## src/design/stli_pkg.sv

```systemverilog
// ----------------------------------------------------------------------------
// stli_pkg: shared types and constants of the interpolation table
// Item layout between the front and back, operation codes, table limits.
// ----------------------------------------------------------------------------
package stli_pkg;

   localparam int TABLE_DEPTH = 256;
   localparam int INDEX_WIDTH = 8;
   localparam int COUNT_WIDTH = 9;
   localparam int DATA_WIDTH  = 32;

   localparam logic OP_WRITE = 1'b0;
   localparam logic OP_QUERY = 1'b1;

   localparam logic [1:0] STATUS_INSIDE = 2'd0;
   localparam logic [1:0] STATUS_BELOW  = 2'd1;
   localparam logic [1:0] STATUS_ABOVE  = 2'd2;

   localparam logic [COUNT_WIDTH-1:0] INDEX_NONE = '1;

   typedef struct packed {
      logic                    is_query;
      logic [INDEX_WIDTH-1:0]  index;
      logic [DATA_WIDTH-1:0]   x;
      logic [DATA_WIDTH-1:0]   y;
      logic [DATA_WIDTH-1:0]   v;
   } item_type;

endpackage

```

## src/design/stli_front.sv

```systemverilog
// ----------------------------------------------------------------------------
// stli_front: request intake and item queue
// Accepts request transactions, tags writes and queries, holds two items.
// ----------------------------------------------------------------------------
module stli_front (
   input  logic                clock,
   input  logic                reset,
   input  logic                req_tvalid,
   output logic                req_tready,
   input  logic [103:0]        req_tdata,
   input  logic                req_tuser,
   output logic                item_valid,
   output stli_pkg::item_type  item,
   input  logic                item_pop
);

   stli_pkg::item_type queue_ff [2];
   logic       wr_ptr_ff, wr_ptr_in;
   logic       rd_ptr_ff, rd_ptr_in;
   logic [1:0] count_ff, count_in;
   logic       push;
   logic       pop;
   stli_pkg::item_type new_item;

   assign req_tready = (count_ff != 2'd2);
   assign push       = req_tvalid && req_tready;
   assign pop        = item_pop && item_valid;
   assign item_valid = (count_ff != 2'd0);
   assign item       = queue_ff[rd_ptr_ff];

   always_comb begin
      new_item.is_query = (req_tuser == stli_pkg::OP_QUERY);
      new_item.index    = req_tdata[7:0];
      new_item.x        = req_tdata[39:8];
      new_item.y        = req_tdata[71:40];
      new_item.v        = req_tdata[103:72];
      wr_ptr_in = push ? ~wr_ptr_ff : wr_ptr_ff;
      rd_ptr_in = pop ? ~rd_ptr_ff : rd_ptr_ff;
      count_in  = count_ff + {1'b0, push} - {1'b0, pop};
   end

   always_ff @(posedge clock) begin
      if (push) begin
         queue_ff[wr_ptr_ff] <= new_item;
      end
      if (reset) begin
         wr_ptr_ff <= 1'b0;
         rd_ptr_ff <= 1'b0;
         count_ff  <= 2'd0;
      end else begin
         wr_ptr_ff <= wr_ptr_in;
         rd_ptr_ff <= rd_ptr_in;
         count_ff  <= count_in;
      end
   end

endmodule

```

## config.mk

```make
export PLATFORM = sky130hd
export DESIGN_NAME = stli_front
export DESIGN_NICKNAME = d
export VERILOG_FILES = /design/src/design/stli_pkg.sv /design/src/design/stli_front.sv
export SDC_FILE = /design/constraint.sdc
export NUM_CORES = 1
export LEC_CHECK = 0
export BUFFER_PORTS_ARGS = -buffer_cell sky130_fd_sc_hd__buf_2
export CORE_ASPECT_RATIO = 0.6
export CORE_MARGIN = 5
export CORE_UTILIZATION = 56
export CTS_CLUSTER_DIAMETER = 120
export DETAILED_ROUTE_END_ITERATION = 7
export PLACE_DENSITY_LB_ADDON = 0.1
export SLEW_MARGIN = 20
export SYNTH_ARGS = -nofsm -noshare
export SYNTH_HDL_FRONTEND = slang
export SYNTH_SLANG_ARGS = --single-unit
```

## constraint.sdc

```tcl
create_clock -name clock -period 10.59 [get_ports clock]
set_input_delay 1.059 -clock clock [delete_from_list [all_inputs] [get_ports clock]]
set_output_delay 1.059 -clock clock [all_outputs]
set_load 0.01 [all_outputs]
```

Word level (Yosys, flattened, before mapping)
Memories as Yosys holds them, arrays and structs flattened. A register that Yosys moved wholly into a read port is not among the register bits.
Index checks and enable logic that the tools add are counted.
{ "totals": {"ff_bits": 4, "output_inout_bits": 107, "ramBits": 210, "n_memories": 1, "wordCells": 16} }
{ "memory_table": {"columns": ["memory", "depth", "word_bits", "rd", "rd_ports_with_merged_regs", "write_ports", "line", "text"], "rows": [
  ["queue_ff", 2, 105, 1, 1, 1, "stli_front.sv:17", "stli_pkg::item_type queue_ff [2];"]
]} }
{ "op_classes": {"add_sub_neg": 2, "bitwise": 2, "eq_ne": 1, "mux": 4, "reduce_logical": 3} }
{ "op_table": {"columns": ["operator", "n"], "rows": [
  ["$mux W1", 4],
  ["$add A2 B1 Y2", 1],
  ["$logic_and A1 B1 Y1", 2],
  ["$ne A2 B2 Y1 const B", 1],
  ["$not A1 Y1", 2],
  ["$reduce_bool A2 Y1", 1],
  ["$sub A2 B1 Y2", 1]
]} }

Depth between registers and ports, before layout
Gate-level depths: netlist of the first run.
{ "logic_depth": {"depth_word": 4, "ltp_mapped": 8, "mapped_depth_nobuf": 8} }

Worst setup path before layout of the first run
Ideal clock, no wire load.
{ "synth_timing": {"path_type": "input-to-reg", "start": "input port req_tvalid", "end": "memory queue_ff[0][0] (netlist name) (enable)", "arrival_ps": 5514, "cell_stages": 2, "required_time_ps": 10020, "n_path_buf": 0, "slack_ps": 4506, "path_cell_list": "nand2_1 nor2_1"} }
{ "synth_via": {"elab_chain_cells": 3} }
{ "synth_rtl": {"columns": ["item", "line", "text"], "rows": [
  ["from (decl)", "stli_front.sv:8", "input logic req_tvalid,"],
  ["$logic_and A1 B1 Y1", "stli_front.sv:26", "assign push = req_tvalid && req_tready;"],
  ["$mux W1", "stli_front.sv:43", "if (push) begin"],
  ["$mux W1 (implied by the code)", "stli_front.sv:44", "queue_ff[wr_ptr_ff] <= new_item;"],
  ["to (decl)", "stli_front.sv:17", null]
]} }
No other way between the ends.

==> results of run 1 <==
## worst register-to-register path: stages, from the launching register on
cell and delay, ns:
dfxtp_1 0.38, nand2b_1 0.21, nand2_1 0.16, nor2_4 0.10
buf_4 0.46, buf_4 0.81
## logic make-up after synthesis
family | Yosys count
xor gates and xnor gates | 3
buffers and inverters | 13
DFF | 215
muxes | 106
adders and majority gates | 2
and+or+nand+nor | 11
AOI/OAI and AO/OA | 1
## synth_stat cells, drive strengths merged
cell    count  area share
inv         1     0.00047
nand2       1     0.00047
nor2b       2      0.0016
xnor2       2      0.0022
ha          2      0.0031
o21a        1     0.00093
and3        1     0.00078
xor2        1      0.0011
dfxtp       5       0.012
or2         1     0.00078
nand2b      1     0.00078
buf        12       0.019
edfxtp    210        0.78
mux2      106        0.17
nor2        5      0.0023
## sequential cells by signal, summed over array words and instances (netlist names), named ones only
signal     cells
count_ff       2
queue_ff     210
rd_ptr_ff      1
wr_ptr_ff      1
## through the flow
step / area [µm²] / utilization / instances
after floorplan: 8060 / - / 351
after global placement: 9270 / 0.668 / 750
after detailed placement: 9270 / 0.668 / 750
after CTS: 9940 / 0.717 / 786
after global routing: 9940 / 0.717 / 786
final: 9950 / 0.717 / 787
## cell type report
cell class / count / area [µm²] / area share
Sequential cell: 215 / 6410 / 0.644
Multi-Input combinational cell: 123 / 1510 / 0.151
Timing Repair Buffer: 219 / 1110 / 0.111
Clock buffer: 22 / 529 / 0.0532
Tap cell: 192 / 240 / 0.0242
Clock inverter: 14 / 148 / 0.0148
Inverter: 1 / 3.75 / 0.000377
Antenna cell: 1 / 2.50 / 0.000252
## layer usage
layer | vias up | part of all wire
li1 | 1846 | -
met1 | 1952 | 0.42
met2 | 143 | 0.48
met3 | 22 | 0.085
met4 | 6 | 0.013
met5 | - | 0.0027
## power by group
group          switching, W  leakage (nW)  internal (W)
Sequential        0.0000522          2.00       0.00107
Clock              0.000291         0.332      0.000435
Combinational      0.000276          1.49      0.000276
## worst paths after layout
kind / cells past startpoint / to / start
max reg2reg: 5 / queue_ff[0][43]$_DFFE_PP_ / count_ff[0]$_SDFF_PP0_
min reg2reg: 2 / rd_ptr_ff$_SDFFE_PP0P_ / rd_ptr_ff$_SDFFE_PP0P_
min: 2 / rd_ptr_ff$_SDFFE_PP0P_ / rd_ptr_ff$_SDFFE_PP0P_
max: 3 / item[43] / flop
==> out/qor.txt, run 1 <==
Core Rows -> 33
Avg WL per Cell -> 19.5 µm
TritonCTS clock tree -> done
DR vias -> 3969
drt initial violations -> 199
r2r setup slk -> 8.01 ns
Synth cell types -> 19
fmax -> 258 MHz
commonest non-fill, non-tap cell in the layout -> buf_2
H-tree levels -> 1
peak supply drop -> 0.138 mV
hold crit path type -> reg2reg
syn nets -> 462
die extent in x -> 165 µm
post-route setup slack -> 6.72 ns
Crit Path Category -> reg2out
Cells after Synth -> 351
met3 Usage GRT -> 0.0611
Final #Nets -> 691
grt ovf -> 0
Clock Pin Slew Worst Setup and Hold Paths -> 0.06 ns
Yosys reg bits -> 215
most frequent cells in the layout -> 215 x buf_2, 210 x edfxtp_1, 56 x mux2_2
compound-gate portion of the synthesized area -> 0.000932
CTS root buf -> clkbuf_16
Synth Area in XOR/XNOR -> 0.00326
fillers -> 919
Initial Util -> 0.581
PortBufs -> 215
Adder-Cell Fraction of Synth Area -> 0.00311
final setup violation count -> 0
largest net degree at the start of global routing -> 67
Setup TNS Final -> 0 ns
Final HPWL DP -> 10200 µm
crit start category -> flop
Routed WL -> 15300 µm
GRT busiest layer -> met2
final hold vios -> 0
vias in the first global route -> 4202
Required @ worst endpoint -> 9.53 ns
PwrDens -> 241 nW/µm²
cts hold-fix bufs -> 0
Max stage delay cell, worst path -> buf_4
Core Footprint -> 13900 µm²
Synth Area in Simple Gates -> 0.00668
vias per cell -> 5.04
RSZ-0062 raised after global routing -> no
synthesis-to-layout area growth -> 23.5%
synth warn -> 0
crit path max fanout -> 66
delay-heaviest family, CP -> buffers and inverters
Ports -> 216
main combinational cell family by area after synthesis -> multiplexers
worst-case clock buffer depth -> 3
DRC viols -> 0
Leakage Power -> 3.83 nW
post-synthesis sequential area ratio -> 0.795
Final Wtd Congestion -> 0.759
MaxCap Viol Count -> 0
Die ar. -> 17000 µm²
Clk Latency, worst-skew pair -> 0.48 ns
CTS resizes -> 0
routing usage on met1 -> 0.241
Sink Count -> 215
die height -> 103 µm
Syn Area/Cell -> 22.9 µm²
max-slew violations -> 0
worst relative slew slack -> 0.334
multiplexer share of the synthesized area -> 0.171
DRT Pass-1 Iters -> 4
crit-path cells -> buf_4 -> mux2_2 -> buf_2
met2 usage -> 0.288
global-route wire length before repair -> 22900 µm
fraction of layout cells with a size suffix above 1 -> 0.604
CP peak stage delay -> 0.86 ns
initial antenna violation count -> 3
status -> complete, no violations
Final min period -> 3.87 ns
Critical Path AT -> 2.81 ns
area of the mapped netlist -> 8060 µm²
slew at the pin closest to its max-slew limit -> 0.999 ns
worst hold slack -> 0.522 ns
All-Layer GR Usage -> 0.178
setup bufs post-CTS -> 0
Antenna Nets Post-Route -> 0
final worst-path cycle share -> 0.366
pre-CTS setup slack -> 7.21 ns
Worst Skew -> 0.00953 ns
Critical Path End Type -> primary output
Buf/Inv on CP -> 2
CTS buffer count -> 20
overall power -> 0.00240 W
(Power assumes the default switching activity.)
==> inputs of run 2 (changes only) <==
--- a/config.mk
+++ b/config.mk
@@ -8,7 +8,7 @@
 export BUFFER_PORTS_ARGS = -buffer_cell sky130_fd_sc_hd__buf_2
 export CORE_ASPECT_RATIO = 0.6
 export CORE_MARGIN = 5
-export CORE_UTILIZATION = 56
+export CORE_UTILIZATION = 47
 export CTS_CLUSTER_DIAMETER = 120
 export DETAILED_ROUTE_END_ITERATION = 7
 export PLACE_DENSITY_LB_ADDON = 0.1
==> constraint.sdc (replaced) <==
create_clock -name clock -period 3.31 [get_ports clock]
set_input_delay 0.331 -clock clock [delete_from_list [all_inputs] [get_ports clock]]
set_output_delay 0.331 -clock clock [all_outputs]
set_load 0.01 [all_outputs]
==> run 2 against run 1 <==
Sequential power grew to 3.2 times the previous value. Non-clock buffer count up 3. Clock power grew to 3.1 times the previous value. Via count grew 0.25%. Setup slack got worse by 5.7 ns. Routed wire length fell by 1.0%. Utilization is 13 points lower. Combinational power rose to 3.3 times the previous value. Design area rose by 0.83%. Final cell count increased by 6.0%. Largest cell class unchanged. Highest routed layer unchanged.
==> out/qor.txt, run 2 (synthesized netlist as in run 1, its figures left out) <==
status -> complete, no violations
Crit Path Category -> reg2out
worst-case clock buffer depth -> 3
Clk Latency, worst-skew pair -> 0.49 ns
footprint of the multi-input gates -> 1510 µm²
die extent in x -> 179 µm
Hold Crit Start -> req_tdata[55]
Required @ worst endpoint -> 2.98 ns
R2R depth -> 4
Seq. cell area -> 6410 µm²
Final HPWL DP -> 10200 µm
DRC viols -> 0
CTS resizes -> 0
pre-CTS setup slack -> 1.45 ns
vias in the first global route -> 4274
crit path max fanout -> 23
grt ovf -> 0
Avg WL per Cell -> 18.2 µm
peak supply drop -> 0.437 mV
Die ar. -> 19900 µm²
post-route setup slack -> 0.980 ns
Worst Skew -> 0.0197 ns
vias per cell -> 4.77
worst hold slack -> 0.0310 ns
Critical Path AT -> 2.00 ns
All-Layer GR Usage -> 0.150
die height -> 111 µm
CTS root buf -> clkbuf_16
Largest regs -> queue_ff x210, count_ff x2
TritonCTS clock tree -> done
most frequent cells in the layout -> 215 x buf_2, 210 x edfxtp_1, 56 x mux2_2
DRT Pass-1 Iters -> 4
DR vias -> 3979
Final min period -> 2.33 ns
Initial Util -> 0.474
Core Footprint -> 17000 µm²
Critical Path End Type -> primary output
RSZ-0062 raised after global routing -> no
Setup TNS Final -> 0 ns
Routed WL -> 15200 µm
synthesis-to-layout area growth -> 24.5%
PwrDens -> 762 nW/µm²
hold crit path type -> in2reg
post-layout util -> 0.590
Largest Register -> queue_ff
initial antenna violation count -> 3
worst-case hold path end point -> queue_ff[0][47]$_DFFE_PP_
fraction of layout cells with a size suffix above 1 -> 0.599
Final Wtd Congestion -> 0.737
crit start category -> flop
number of flip-flops in the largest register -> 210
Leakage Power -> 3.84 nW
Sink Count -> 215
setup bufs post-CTS -> 0
final hold vios -> 0
CTS buffer count -> 21
fillers -> 1309
drt initial violations -> 199
cts hold-fix bufs -> 0
worst r2r src -> count_ff[0]$_SDFF_PP0_
Core Rows -> 37
fmax -> 429 MHz
slew at the pin closest to its max-slew limit -> 0.791 ns
Antenna Nets Post-Route -> 0
commonest non-fill, non-tap cell in the layout -> buf_2
Ports -> 216
worst reg2reg path endpoint -> queue_ff[0][94]$_DFFE_PP_
max-slew violations -> 0
Final #Nets -> 695
r2r setup slk -> 1.48 ns
MaxCap Viol Count -> 0
final worst-path cycle share -> 0.704
global-route wire length before repair -> 23300 µm
Clock Pin Slew Worst Setup and Hold Paths -> 0.06 ns
PortBufs -> 215
hold path cells -> 1
largest net degree at the start of global routing -> 59
H-tree levels -> 1
final setup violation count -> 0
worst relative slew slack -> 0.473
-- run 2: changes by cell type in the layout (fill, tap and decap cells not counted) --
| cell | delta |
|---|---|
| clkbuf_1 | +8 |
| clkinv_1 | -3 |
| buf_12 | +2 |
| clkinv_2 | -2 |
| buf_4 | +1 |
| bufinv_16 | -1 |
| clkbuf_8 | +1 |
| clkinvlp_4 | -1 |
| inv_6 | +1 |
| inv_8 | -1 |
-- run 2: report_power, final --
group          total, W  internal (W)  switching (W)
combinational   0.00182      0.000898       0.000923
sequential      0.00354       0.00342       0.000119
clock           0.00228       0.00136       0.000918
-- run 2: worst max-delay path by stage --
stage                                     endpoint  cells past startpoint                    from  slack (ns)
after floorplan           queue_ff[0][0]$_DFFE_PP_                      3  count_ff[0]$_SDFF_PP0_        0.66
after global placement                    item[41]                      3                    flop        1.47
after detailed placement                   item[0]                      3                    flop        1.45
after CTS                                  item[0]                      3                    flop        0.92
after global routing                      item[41]                      3                    flop        0.85
final                                     item[41]                      3                    flop        0.98
-- run 2: cell type report --
| type | instances | share of cell area |
|---|---|---|
| flip-flops and latches | 215 | 0.639 |
| well taps | 234 | 0.0292 |
| repair buffers | 222 | 0.115 |
| diodes | 1 | 0.000250 |
| multi-input cells | 123 | 0.150 |
| clock inverters | 7 | 0.00861 |
| clock buffers | 31 | 0.0571 |
| inverters | 1 | 0.000374 |
-- run 2: layer usage --
metal	vias up	routed length, µm	GRT usage
met5	-	14	0
met4	4	202	0.0286
met3	20	1420	0.0516
met2	150	7030	0.234
met1	1949	6510	0.208
li1	1856	-	-
-- run 2: through the flow --
step / total power (W) / cell area (µm²) / std cells
3_3_place_gp: 0.00543 / 9370 / 795
5_1_grt: 0.00804 / 10000 / 834
3_5_place_dp: 0.00547 / 9370 / 795
2_1_floorplan: 0.00485 / 8060 / 351
6_report: 0.00764 / 10000 / 834
4_1_cts: 0.00778 / 10000 / 833
-- run 2: worst max-delay path: stages (launching register included) --
cell	delay [ns]
dfxtp_4	0.55
buf_4	0.43
mux2_2	0.38
buf_2	0.14
